<file path="src/i2csrf_pkg.sv">
// shared constants, phase codes and controller/datapath structs
// for the i2c slave register file; no dependencies
`timescale 1ns / 1ps

package i2csrf_pkg;

  // register bank geometry
  localparam int RegDepth = 16;
  localparam int PtrW     = (RegDepth > 1) ? $clog2(RegDepth) : 1;

  // bus phase codes as seen on the phase output
  localparam logic [2:0] PH_IDLE     = 3'd0;
  localparam logic [2:0] PH_ACK_RX   = 3'd1;
  localparam logic [2:0] PH_BYTE_RX  = 3'd2;
  localparam logic [2:0] PH_ACK_TX   = 3'd3;
  localparam logic [2:0] PH_WAIT_ACK = 3'd4;
  localparam logic [2:0] PH_BYTE_TX  = 3'd5;

  // input function codes
  localparam logic FUNC_START = 1'b0;
  localparam logic FUNC_SHIFT = 1'b1;

  // configuration register indexes
  localparam logic REG_SLAVE_ADDRESS = 1'b0;

  // commands from the controller to the datapath
  typedef struct packed {
    logic ptr_load;   // capture register pointer from bus byte
    logic val_load;   // capture first write data byte
    logic chk_load;   // capture check byte
    logic do_check;   // evaluate checked write on this transaction
    logic tx_load;    // load register byte and advance the pointer
  } dp_cmd_t;

  // status from the datapath to the controller
  typedef struct packed {
    logic addr_match; // bus byte bits 7..1 equal the slave address
    logic check_ok;   // checksum of the held pair matches
  } dp_status_t;

  // per-transaction result flags from the controller
  typedef struct packed {
    logic [2:0] phase;
    logic       listening;
    logic       drive_ack;
    logic       tx_load;
    logic       reg_written;
    logic       check_failed;
  } ctrl_result_t;

endpackage

</file>
<file path="src/i2csrf_datapath.sv">
// datapath: register pointer, write capture, checksum, register bank
// depends on i2csrf_pkg
`timescale 1ns / 1ps

module i2csrf_datapath (
  input  logic                   clk_i,
  input  logic                   rst_ni,
  input  logic                   accept_i,
  input  logic [7:0]             bus_byte_i,
  input  logic [6:0]             slave_address_i,
  input  i2csrf_pkg::dp_cmd_t    cmd_i,
  output i2csrf_pkg::dp_status_t status_o,
  output logic [7:0]             tx_byte_o
);
  import i2csrf_pkg::*;

  logic [PtrW-1:0] ptr_q, ptr_d;
  logic [7:0]      val_q, val_d;
  logic [7:0]      chk_q, chk_d;
  logic [7:0]      bank_q [RegDepth];
  logic [7:0]      chk_sel;
  logic [7:0]      chk_calc;
  logic            store;

  // address compare
  assign status_o.addr_match = (bus_byte_i[7:1] == slave_address_i);

  // check byte comes straight from the bus when it arrives this transaction
  assign chk_sel  = cmd_i.chk_load ? bus_byte_i : chk_q;
  assign chk_calc = (~8'(ptr_q)) ^ val_q;
  assign status_o.check_ok = (chk_calc == chk_sel);

  assign store = accept_i && cmd_i.do_check && status_o.check_ok;

  // transmit byte, zero when nothing is loaded
  assign tx_byte_o = cmd_i.tx_load ? bank_q[ptr_q] : 8'h00;

  // next pointer and write capture values
  always_comb begin
    ptr_d = ptr_q;
    val_d = val_q;
    chk_d = chk_q;
    if (accept_i) begin
      if (cmd_i.ptr_load) begin
        if ({1'b0, bus_byte_i} < 9'(RegDepth)) begin
          ptr_d = bus_byte_i[PtrW-1:0];
        end else begin
          ptr_d = '0;
        end
        val_d = 8'h00;
        chk_d = 8'h00;
      end
      if (cmd_i.val_load) begin
        val_d = bus_byte_i;
      end
      if (cmd_i.chk_load) begin
        chk_d = bus_byte_i;
      end
      if (cmd_i.tx_load) begin
        if (ptr_q == PtrW'(RegDepth - 1)) begin
          ptr_d = '0;
        end else begin
          ptr_d = ptr_q + PtrW'(1);
        end
      end
    end
  end

  // pointer and write capture registers
  always_ff @(posedge clk_i or negedge rst_ni) begin
    if (!rst_ni) begin
      ptr_q <= '0;
      val_q <= 8'h00;
      chk_q <= 8'h00;
    end else begin
      ptr_q <= ptr_d;
      val_q <= val_d;
      chk_q <= chk_d;
    end
  end

  // register bank, cleared at reset
  always_ff @(posedge clk_i or negedge rst_ni) begin
    if (!rst_ni) begin
      for (int i = 0; i < RegDepth; i++) begin
        bank_q[i] <= 8'h00;
      end
    end else if (store) begin
      bank_q[ptr_q] <= val_q;
    end
  end

endmodule

</file>
<file path="src/i2csrf_ctrl.sv">
// controller: bus phase state machine, follow flag, write byte counter
// depends on i2csrf_pkg
`timescale 1ns / 1ps

module i2csrf_ctrl (
  input  logic                     clk_i,
  input  logic                     rst_ni,
  input  logic                     accept_i,
  input  logic                     func_i,
  input  logic [7:0]               bus_byte_i,
  input  i2csrf_pkg::dp_status_t   status_i,
  output i2csrf_pkg::dp_cmd_t      cmd_o,
  output i2csrf_pkg::ctrl_result_t result_o
);
  import i2csrf_pkg::*;

  typedef enum logic [5:0] {
    ST_IDLE     = 6'b000001,
    ST_ACK_RX   = 6'b000010,
    ST_BYTE_RX  = 6'b000100,
    ST_ACK_TX   = 6'b001000,
    ST_WAIT_ACK = 6'b010000,
    ST_BYTE_TX  = 6'b100000
  } state_e;

  state_e     state_q, state_d;
  logic       follow_q, follow_d;
  logic       captured_q, captured_d;
  logic [1:0] wcnt_q, wcnt_d;
  logic       drive;

  // next state and datapath commands
  always_comb begin
    state_d    = state_q;
    follow_d   = follow_q;
    captured_d = captured_q;
    wcnt_d     = wcnt_q;
    drive      = 1'b0;
    cmd_o      = '0;
    if (accept_i) begin
      if (func_i == FUNC_START) begin
        state_d  = ST_IDLE;
        follow_d = 1'b1;
      end else if (follow_q) begin
        case (state_q)
          ST_IDLE: begin
            if (!status_i.addr_match) begin
              follow_d = 1'b0;
            end else begin
              drive      = 1'b1;
              captured_d = 1'b0;
              state_d    = bus_byte_i[0] ? ST_ACK_TX : ST_ACK_RX;
            end
          end
          ST_ACK_RX: begin
            state_d = ST_BYTE_RX;
          end
          ST_BYTE_RX: begin
            if (!captured_q) begin
              cmd_o.ptr_load = 1'b1;
              captured_d     = 1'b1;
              wcnt_d         = 2'd0;
            end else if (wcnt_q == 2'd0) begin
              cmd_o.val_load = 1'b1;
              wcnt_d         = 2'd1;
            end else if (wcnt_q == 2'd1) begin
              cmd_o.chk_load = 1'b1;
              cmd_o.do_check = 1'b1;
              wcnt_d         = 2'd2;
            end else begin
              // extra bytes are dropped, held pair checked again
              cmd_o.do_check = 1'b1;
            end
            drive   = 1'b1;
            state_d = ST_ACK_RX;
          end
          ST_ACK_TX: begin
            cmd_o.tx_load = 1'b1;
            state_d       = ST_BYTE_TX;
          end
          ST_WAIT_ACK: begin
            if (bus_byte_i[0]) begin
              state_d = ST_IDLE;
            end else begin
              cmd_o.tx_load = 1'b1;
              state_d       = ST_BYTE_TX;
            end
          end
          ST_BYTE_TX: begin
            state_d = ST_WAIT_ACK;
          end
          default: begin
            state_d = state_q;
          end
        endcase
      end
    end
  end

  // result flags for this transaction
  always_comb begin
    case (state_d)
      ST_IDLE:     result_o.phase = PH_IDLE;
      ST_ACK_RX:   result_o.phase = PH_ACK_RX;
      ST_BYTE_RX:  result_o.phase = PH_BYTE_RX;
      ST_ACK_TX:   result_o.phase = PH_ACK_TX;
      ST_WAIT_ACK: result_o.phase = PH_WAIT_ACK;
      ST_BYTE_TX:  result_o.phase = PH_BYTE_TX;
      default:     result_o.phase = PH_IDLE;
    endcase
    result_o.listening    = follow_d;
    result_o.drive_ack    = drive;
    result_o.tx_load      = cmd_o.tx_load;
    result_o.reg_written  = cmd_o.do_check && status_i.check_ok;
    result_o.check_failed = cmd_o.do_check && !status_i.check_ok;
  end

  // control registers
  always_ff @(posedge clk_i or negedge rst_ni) begin
    if (!rst_ni) begin
      state_q    <= ST_IDLE;
      follow_q   <= 1'b0;
      captured_q <= 1'b0;
      wcnt_q     <= 2'd0;
    end else begin
      state_q    <= state_d;
      follow_q   <= follow_d;
      captured_q <= captured_d;
      wcnt_q     <= wcnt_d;
    end
  end

`ifndef ASSERT_OFF
  // write counter never passes two
  assert property (@(posedge clk_i) disable iff (!rst_ni) wcnt_q != 2'd3)
    else $error("write byte counter out of range");

  // a check only happens once the pointer is captured
  assert property (@(posedge clk_i) disable iff (!rst_ni)
    cmd_o.do_check |-> captured_q && state_q == ST_BYTE_RX)
    else $error("write check before pointer capture");

  // nothing happens on a shift while not following
  assert property (@(posedge clk_i) disable iff (!rst_ni)
    accept_i && func_i && !follow_q |=> $stable(state_q) && !follow_q)
    else $error("state moved while not following");
`endif

endmodule

</file>
<file path="src/i2c_slave_register_file.sv">
// top level of the i2c slave register file: apb slave address register,
// output register, controller and datapath; depends on i2csrf_pkg
`timescale 1ns / 1ps

// Byte-level i2c slave with a checked-write register bank.
// Input channel (in_valid_i / in_stall_o) carries one bus event per
// transaction: func_i = 0 for a start condition, 1 for a completed byte or
// ack shift, with the shifted byte on bus_byte_i. Every accepted event
// gives exactly one result transaction on the output channel
// (out_valid_o / out_stall_i): phase, listening, drive_ack, tx_load,
// tx_byte, reg_written and check_failed, all taken after the event.
// The result is registered: it is in the output register at the edge
// after acceptance. Throughput is one event per cycle unless the output
// stalls; the controller state machine and the combinational register
// bank read set this figure. When the receiver stalls, the held result
// stays put and the input stalls too until the result is taken.
// The slave address is written over the apb port at byte address 0.
// Reset clears the phase, the follow flag, the pointer, the register bank
// and the slave address; the block accepts events right after reset.

module i2c_slave_register_file (
  input  logic        clk_i,
  input  logic        rst_ni,
  // apb configuration port
  input  logic        psel,
  input  logic        penable,
  input  logic        pwrite,
  input  logic [2:0]  paddr,
  input  logic [31:0] pwdata,
  output logic [31:0] prdata,
  output logic        pready,
  // input channel
  input  logic        in_valid_i,
  output logic        in_stall_o,
  input  logic        func_i,
  input  logic [7:0]  bus_byte_i,
  // output channel
  output logic        out_valid_o,
  input  logic        out_stall_i,
  output logic [2:0]  phase_o,
  output logic        listening_o,
  output logic        drive_ack_o,
  output logic        tx_load_o,
  output logic [7:0]  tx_byte_o,
  output logic        reg_written_o,
  output logic        check_failed_o
);
  import i2csrf_pkg::*;

  logic         accept;
  logic [6:0]   slave_addr_q;
  logic         out_valid_q;
  dp_cmd_t      cmd;
  dp_status_t   status;
  ctrl_result_t result;
  ctrl_result_t result_q;
  logic [7:0]   tx_byte;
  logic [7:0]   tx_byte_q;

  // apb register access
  assign pready = 1'b1;
  assign prdata = (paddr[2] == REG_SLAVE_ADDRESS) ? {25'd0, slave_addr_q} : 32'd0;

  always_ff @(posedge clk_i or negedge rst_ni) begin
    if (!rst_ni) begin
      slave_addr_q <= 7'd0;
    end else if (psel && penable && pwrite && pready &&
                 paddr[2] == REG_SLAVE_ADDRESS) begin
      slave_addr_q <= pwdata[6:0];
    end
  end

  // input handshake: take a new event unless a held result is stalled
  assign in_stall_o = out_valid_q && out_stall_i;
  assign accept     = in_valid_i && !in_stall_o;

  i2csrf_ctrl u_ctrl (
    .clk_i      (clk_i),
    .rst_ni     (rst_ni),
    .accept_i   (accept),
    .func_i     (func_i),
    .bus_byte_i (bus_byte_i),
    .status_i   (status),
    .cmd_o      (cmd),
    .result_o   (result)
  );

  i2csrf_datapath u_datapath (
    .clk_i           (clk_i),
    .rst_ni          (rst_ni),
    .accept_i        (accept),
    .bus_byte_i      (bus_byte_i),
    .slave_address_i (slave_addr_q),
    .cmd_i           (cmd),
    .status_o        (status),
    .tx_byte_o       (tx_byte)
  );

  // output register valid
  always_ff @(posedge clk_i or negedge rst_ni) begin
    if (!rst_ni) begin
      out_valid_q <= 1'b0;
    end else if (accept) begin
      out_valid_q <= 1'b1;
    end else if (!out_stall_i) begin
      out_valid_q <= 1'b0;
    end
  end

  // output register payload
  always_ff @(posedge clk_i) begin
    if (accept) begin
      result_q  <= result;
      tx_byte_q <= tx_byte;
    end
  end

  assign out_valid_o    = out_valid_q;
  assign phase_o        = result_q.phase;
  assign listening_o    = result_q.listening;
  assign drive_ack_o    = result_q.drive_ack;
  assign tx_load_o      = result_q.tx_load;
  assign tx_byte_o      = tx_byte_q;
  assign reg_written_o  = result_q.reg_written;
  assign check_failed_o = result_q.check_failed;

`ifndef ASSERT_OFF
  // the transmit byte is zero unless a register byte was loaded
  assert property (@(posedge clk_i) disable iff (!rst_ni)
    out_valid_o && !tx_load_o |-> tx_byte_o == 8'h00)
    else $error("tx byte set without tx load");

  // a checked write either stores or fails, never both
  assert property (@(posedge clk_i) disable iff (!rst_ni)
    out_valid_o |-> !(reg_written_o && check_failed_o))
    else $error("write both stored and failed");

  // a slave that stopped following does not drive the bus
  assert property (@(posedge clk_i) disable iff (!rst_ni)
    out_valid_o && !listening_o |-> !drive_ack_o && !tx_load_o && phase_o == PH_IDLE)
    else $error("bus activity while not listening");
`endif

endmodule
</file>
<file path="config.mk">
export PLATFORM = sky130hd
export DESIGN_NAME = i2c_slave_register_file
export DESIGN_NICKNAME = d
export VERILOG_FILES = /design/src/i2csrf_pkg.sv /design/src/i2csrf_datapath.sv /design/src/i2csrf_ctrl.sv /design/src/i2c_slave_register_file.sv
export SDC_FILE = /design/constraint.sdc
export NUM_CORES = 1
export LEC_CHECK = 0
export BUFFER_PORTS_ARGS = -buffer_cell sky130_fd_sc_hd__buf_2
export CORE_UTILIZATION = 30
export CTS_CLUSTER_DIAMETER = 50
export CTS_CLUSTER_SIZE = 14
export DETAILED_ROUTE_END_ITERATION = 7
export PLACE_DENSITY_LB_ADDON = 0.2
export SYNTH_ARGS = -nofsm -noshare
export SYNTH_HDL_FRONTEND = slang
export SYNTH_SLANG_ARGS = --single-unit
</file>
<file path="constraint.sdc">
create_clock -name clk_i -period 3.5 [get_ports clk_i]
set_input_delay 0.525 -clock clk_i [delete_from_list [all_inputs] [get_ports clk_i]]
set_output_delay 0.525 -clock clk_i [all_outputs]
set_load 0.005 [all_outputs]
</file>
==> results of run 1 <==
metrics by stage:
| stage | instance area [um^2] | util [%] | setup WS [ns] |
|---|---|---|---|
| 2_1_floorplan | 9760 | - | 0.574 |
| 3_3_place_gp | 10300 | 32.5 | 0.214 |
| 3_5_place_dp | 10300 | 32.5 | 0.199 |
| 4_1_cts | 10800 | 34.2 | 0.396 |
| 5_1_grt | 10800 | 34.2 | 0.216 |
| 6_report | 10800 | 34.2 | 0.432 |
cells in the final DEF, fill, tap and decap left out, types with 16 or more instances in the layout:
cell	count
a22o_1	23
and3_1	20
buf_2	47
clkbuf_16	17
conb_1	26
dfrtp_1	164
edfxtp_1	16
mux2_2	71
mux2_4	64
mux4_2	40
nand2_1	21
nor2b_1	19
area by class of cell:
cell class	instances	share of cell area (%)
multi-input cells	452	43.1
clock inverters	14	1.25
inverters	7	0.243
well taps	402	4.64
repair buffers	65	4.03
clock buffers	18	3.96
flip-flops and latches	182	42.8
state kept, by name (all words and copies together), names as in the netlist, 2 cells and up:
register	cells
phase_o	3
u_ctrl.wcnt_q	2
u_datapath.chk_q	8
u_ctrl.state_q	6
u_datapath.ptr_q	4
u_datapath.val_q	8
tx_byte_o	8
u_datapath.bank_q	128
slave_addr_q	7
power by group through the flow:
stage               logic, mW  clock network [mW]  registers, mW
global route             1.48                2.00           2.57
finish                   1.37                1.86           2.54
floorplan                1.15                   0           2.39
CTS                      1.38                1.93           2.54
detailed placement       1.38                   0           2.58
global placement         1.36                   0           2.57
Yosys cell counts, types with 3 or more instances:
| cell | instances |
|---|---|
| a21oi_1 | 12 |
| nand2b_1 | 3 |
| mux2_4 | 64 |
| o21ai_0 | 6 |
| nor2b_1 | 19 |
| nand4_2 | 9 |
| and2_1 | 11 |
| nor2_1 | 13 |
| a21o_1 | 4 |
| nand4_4 | 8 |
| xnor2_1 | 5 |
| and3_1 | 20 |
| nand4b_1 | 9 |
| nand2_1 | 21 |
| xor2_1 | 9 |
| nand3_1 | 14 |
| a31oi_1 | 6 |
| buf_12 | 3 |
| buf_6 | 3 |
| mux4_2 | 40 |
| dfrtp_1 | 165 |
| clkbuf_1 | 23 |
| ha_1 | 4 |
| mux2_2 | 71 |
| buf_1 | 8 |
| a22o_1 | 23 |
| inv_1 | 6 |
| o22ai_1 | 4 |
| buf_2 | 3 |
| nor3_1 | 4 |
| nor4_1 | 6 |
| or2_2 | 4 |
| buf_4 | 27 |
| edfxtp_1 | 16 |
per-layer routing:
layer / up-vias / part of all wire (%)
li1: 2592 / -
met1: 3075 / 46
met2: 111 / 49
met3: 15 / 3.6
met4: 0 / 1.1
met5: - / 0
how the worst max path moves through the flow:
| stage | to | slack, ns | depth (start not counted) |
|---|---|---|---|
| floorplan | u_datapath.bank_q[24] | 0.57 | 11 |
| global placement | u_datapath.bank_q[114] | 0.21 | 11 |
| detailed placement | u_datapath.bank_q[103] | 0.20 | 11 |
| CTS | u_datapath.bank_q[103] | 0.40 | 10 |
| global route | u_datapath.bank_q[127] | 0.22 | 10 |
| finish | u_datapath.bank_q[103] | 0.43 | 10 |
logic make-up (layout without fill, tap and decap cells):
family                     Yosys count  in the layout  synth area share, %
buffers and inverters               76            104                 4.93
muxes                              175            175                 27.5
and+or+nand+nor                    162            162                 12.5
AOI/OAI and AO/OA                   71             71                 5.28
xor gates and xnor gates            14             14                 1.27
adders and majority gates            4              4                0.518
other                                2             26               0.0777
DFF                                182            182                 47.9
==> flow_summary_export.csv, run 1 <==
group,metric,value,unit
yosys,ys.flop_type,"dfrtp_1",
sta,fmax,326,MHz
clock_tree,clkSinkCount,182,
yosys,synth.top_cells.by_area,"dfrtp_1 (43%), mux2_4 (9.9%), mux4_2 (9.3%)",
status,status,"complete, no violations",
cells_and_area,n_antenna_cell,0,
sta,hold_viol,0,
pwr,swShare,34.4,%
critical_path,r2r_start,"out_valid_o",
critical_path,path_class,"reg2reg",
clock_tree,h-tree-depth,4,
routing,wirelength,23.2,mm
cells_and_area,syn_to_final_growth,12.0,%
yosys,synth_edf_count,16,
critical_path,critical-path-top-delay-family,"simple AND/OR/NAND/NOR gates",
clock_tree,postCtsSetupBuffers,0,
clock_tree,clockBufferDepth,2,
global_routing,overflow,0,
place,dpl.cell_count,1108,
yosys,synth_area,9670,um^2
place,gp_congestion,0.821,
global_routing,grt_max_degree,60,
sta,tightest_slew,0.877,ns
worst_hold_path,hp-class,"in2async",
critical_path,ff2ff_path_depth,10,
job,max-cap-violations,0,
global_routing,use_met3,2.43,%
sta,setup_violations,0,
routing,drc,0,
pwr,p_int,3.79,mW
critical_path,crit_path_top_delay_cell,"mux2_2",
yosys,synth_top_cell_by_area,"dfrtp_1",
sta,fin_crit_sh,87.6,%
pwr,pwr-share-seq,43.9,%
critical_path,max_stage_delay,0.41,ns
sta,period_needed,3.07,ns
pwr,clkPwrFrac,32.3,%
floorplanning,rows,65,
floorplanning,die_h,182,um
sta,maxSlewViolCount,0,
cells_and_area,regArea,4640,um^2
sta,skew,0.0121,ns
floorplanning,core,31600,um^2
clock_tree,cts_tree,"done",
critical_path,cp.required,3.82,ns
cells_and_area,fillCellCount,2992,
cells_and_area,drive_gt1_share,41.6,%
sta,fin_hold_ws,0.00232,ns
sta,setup-tns-final,0,ns
cells_and_area,multi_input_area,4660,um^2
critical_path,critical_path.startpoint,"out_valid_o",
yosys,ys_types,69,
yosys,ys_ff_latch,182,
critical_path,regToRegSetupSlack,0.43,ns
pwr,switching_power,1.98,mW
global_routing,grt_pass1_vias,6073,
pwr,finalPower,5.77,mW
routing,drt_pass1_iterations,4,
yosys,ys_seq_area_share,47.9,%
routing,avgRoutedWirePerCell,20.3,um
sta,relSlewSlack,41.6,%
floorplanning,initial_core_util,30.6,%
global_routing,grt_util_met1,20.2,%
place,io_buffer_count,48,
pwr,p_leak,5.30,nW
critical_path,end_kind,"register",
clock_tree,cts-root-buf,"clkbuf_16",
global_routing,grt_pass1_wl,36.9,mm
yosys,synth_area_per_cell,14.1,um^2
place,dp_hpwl,15.8,mm
routing,postRouteAntennaNets,0,
pwr,p_comb_share,23.8,%
critical_path,arrival,3.39,ns
global_routing,grtUsageTotal,14.8,%
clock_tree,clk_pin_slew,0.07,ns
critical_path,path_buf_inv,2,
critical_path,critPathLaunchType,"register",
critical_path,timing.critical_path.cells,"and2_1 > nand2b_4 > inv_2 > and4_2 > a21boi_0 > o21ai_0 > nor4b_4 > buf_12 > nand4_2 > mux2_2",
yosys,yosysWarnings,0,
global_routing,top_usage_layer,"met2",
pwr,powerDensity,533,nW/um^2
clock_tree,clkLatencyLatePin,0.44,ns
pwr,irDropWorstVdd,290,uV
yosys,synthDominantCellAreaShare,42.7,%
routing,viasPerCell,5.08,
floorplanning,die_area,33000,um^2
floorplanning,die_w,182,um
routing,vias,5793,
floorplanning,ioPinCount,102,
clock_tree,post_cts_resized,0,
routing,drt_iter0_markers,373,
cells_and_area,layoutNonFillerInstCount,1140,
yosys,synth_cells,686,
sta,rsz0062_at_grt,"false",
clock_tree,cts_buffers,17,
global_routing,antenna_found_initial,0,
clock_tree,cts_hold_buf,0,
yosys,synthArstFlopShare,91.2,%
critical_path,r2r_end,"u_datapath.bank_q[103]",
cells_and_area,nets,780,
global_routing,grt_use_met2,24.3,%
critical_path,crit_path_max_fanout,18,
Note: power is estimated with default switching activity, not from simulation.
==> inputs of run 2 (changes only) <==
PLACE_DENSITY = 0.46   (was unset)
PLACE_DENSITY_LB_ADDON = unset   (was 0.2)
==> run 2 against run 1 <==
Effect of this change:
- combinational power rose by 5%
- hold slack improved by 0.18 ns
- flip-flop and latch count did not move
- final area rose by 0.71%
- count of clock-buffer cells in the layout did not move
- utilization rose by 0.24 points
- clock power rose by 9%
==> flow_summary_export.csv, run 2 (synthesis gave the netlist of run 1 again) <==
group,metric,value,unit
job,max-cap-violations,0,
global_routing,grt_pass1_wl,37.5,mm
global_routing,grtUsageTotal,15.1,%
routing,vias,5899,
floorplanning,die_w,182,um
clock_tree,post_cts_resized,0,
place,dp_hpwl,16.0,mm
critical_path,cp.required,3.82,ns
cells_and_area,largest_reg_flops,128,
sta,fin_crit_sh,89.7,%
sta,setup-tns-final,0,ns
sta,maxSlewViolCount,0,
cells_and_area,final_cell_mix,"dfrtp_1 (164), mux2_2 (71), mux2_4 (64)",
place,gp_congestion,0.786,
critical_path,regToRegSetupSlack,0.36,ns
global_routing,grt_use_met2,24.2,%
pwr,powerDensity,548,nW/um^2
routing,wirelength,23.7,mm
global_routing,grt_max_degree,97,
pwr,p_leak,5.35,nW
sta,skew,0.0177,ns
place,io_buffer_count,48,
clock_tree,cts_hold_buf,0,
floorplanning,rows,65,
global_routing,grt_util_met1,20.9,%
global_routing,use_met3,2.65,%
global_routing,antenna_found_initial,0,
global_routing,overflow,0,
critical_path,crit_path_max_fanout,18,
clock_tree,cts_tree,"done",
pwr,pwr-share-seq,42.0,%
global_routing,grt_pass1_vias,6209,
critical_path,r2r_start,"out_valid_o",
routing,drt_iter0_markers,419,
floorplanning,die_area,33000,um^2
pwr,p_comb_share,24.1,%
pwr,irDropWorstVdd,249,uV
floorplanning,core,31600,um^2
clock_tree,clk_pin_slew,0.08,ns
worst_hold_path,hp-class,"in2async",
sta,setup_violations,0,
place,dpl.cell_count,1110,
routing,viasPerCell,5.17,
cells_and_area,layout_commonest_cell,"dfrtp_1",
clock_tree,h-tree-depth,4,
pwr,swShare,34.2,%
status,status,"complete, no violations",
sta,rsz0062_at_grt,"false",
clock_tree,clockBufferDepth,2,
clock_tree,clkLatencyLatePin,0.44,ns
clock_tree,clkSinkCount,182,
cells_and_area,n_antenna_cell,0,
cells_and_area,drive_gt1_share,41.9,%
routing,postRouteAntennaNets,0,
routing,drt_pass1_iterations,5,
critical_path,ff2ff_path_depth,10,
global_routing,top_usage_layer,"met2",
pwr,clkPwrFrac,33.9,%
clock_tree,cts_buffers,17,
sta,hold_viol,0,
cells_and_area,layoutNonFillerInstCount,1142,
critical_path,critPathLaunchType,"register",
critical_path,end_kind,"register",
sta,tightest_slew,0.936,ns
clock_tree,postCtsSetupBuffers,0,
clock_tree,cts-root-buf,"clkbuf_16",
critical_path,r2r_end,"u_datapath.bank_q[126]",
cells_and_area,syn_to_final_growth,12.8,%
floorplanning,die_h,182,um
routing,drc,0,
pwr,switching_power,2.04,mW
floorplanning,ioPinCount,102,
sta,relSlewSlack,37.6,%
sta,fmax,319,MHz
floorplanning,initial_core_util,30.6,%
critical_path,path_class,"reg2reg",
critical_path,arrival,3.46,ns
cells_and_area,nets,782,
pwr,p_int,3.93,mW
routing,avgRoutedWirePerCell,20.8,um
cells_and_area,top_register,"u_datapath.bank_q",
sta,period_needed,3.14,ns
## run 2: cell types whose count changed in the layout (fill, tap and decap cells not counted), sizes merged
cell / previous run / this run
clkinvlp: 2 / 1
buf: 65 / 67
bufinv: 0 / 1
## run 2: worst max-delay path by stage
| stage | startpoint | end | cells after the start |
|---|---|---|---|
| 3_3_place_gp | out_stall_i | u_datapath.bank_q[104] | 11 |
| 5_1_grt | u_ctrl.state_q[3] | phase_o[0] | 7 |
| 3_5_place_dp | out_stall_i | u_datapath.bank_q[111] | 11 |
| 6_report | out_valid_o | u_datapath.bank_q[126] | 10 |
| 2_1_floorplan | out_stall_i | u_datapath.bank_q[24] | 11 |
| 4_1_cts | out_valid_o | u_datapath.bank_q[111] | 10 |
## run 2: critical path: stages (launching register included)
cell and delay [ns]:
dfrtp_1 0.37, and2_1 0.21, nand2b_4 0.17, inv_2 0.20, and4_2 0.35, a21boi_0 0.13
o21ai_0 0.23, nor4b_4 0.28, buf_12 0.23, nand4_2 0.40, mux2_2 0.42
## run 2: power groups by stage
stage / clock, mW / combinational [mW] / sequential, mW
after detailed placement: 0 / 1.44 / 2.55
after global routing: 2.17 / 1.58 / 2.54
after floorplan: 0 / 1.15 / 2.39
after CTS: 2.08 / 1.45 / 2.51
after global placement: 0 / 1.42 / 2.54
final: 2.02 / 1.44 / 2.51
## run 2: metrics by stage
stage	cell area (um^2)	util, %	setup WS [ns]	hold WS, ns	power [mW]
after floorplan	9760	-	0.574	0.229	3.54
after global placement	10300	32.5	0.202	0.456	3.96
after detailed placement	10300	32.5	0.172	0.461	3.99
after CTS	10900	34.5	0.372	0.217	6.04
after global routing	10900	34.5	0.102	0.255	6.29
final	10900	34.5	0.362	0.185	5.97
## run 2: per-layer routing
metal	up-vias	wire length [um]	part of all wire [%]
met5	-	0	0
met4	0	337	1.4
met3	23	752	3.2
met2	138	11500	48
met1	3124	11100	47
li1	2614	-	-
## run 2: final cells by class
type,count,area (um^2)
clock buffers,18,450
clock inverters,14,175
fillers,3026,20700
inverters,7,26.3
multi-input cells,452,4660
flip-flops and latches,182,4640
well taps,402,503
repair buffers,67,452
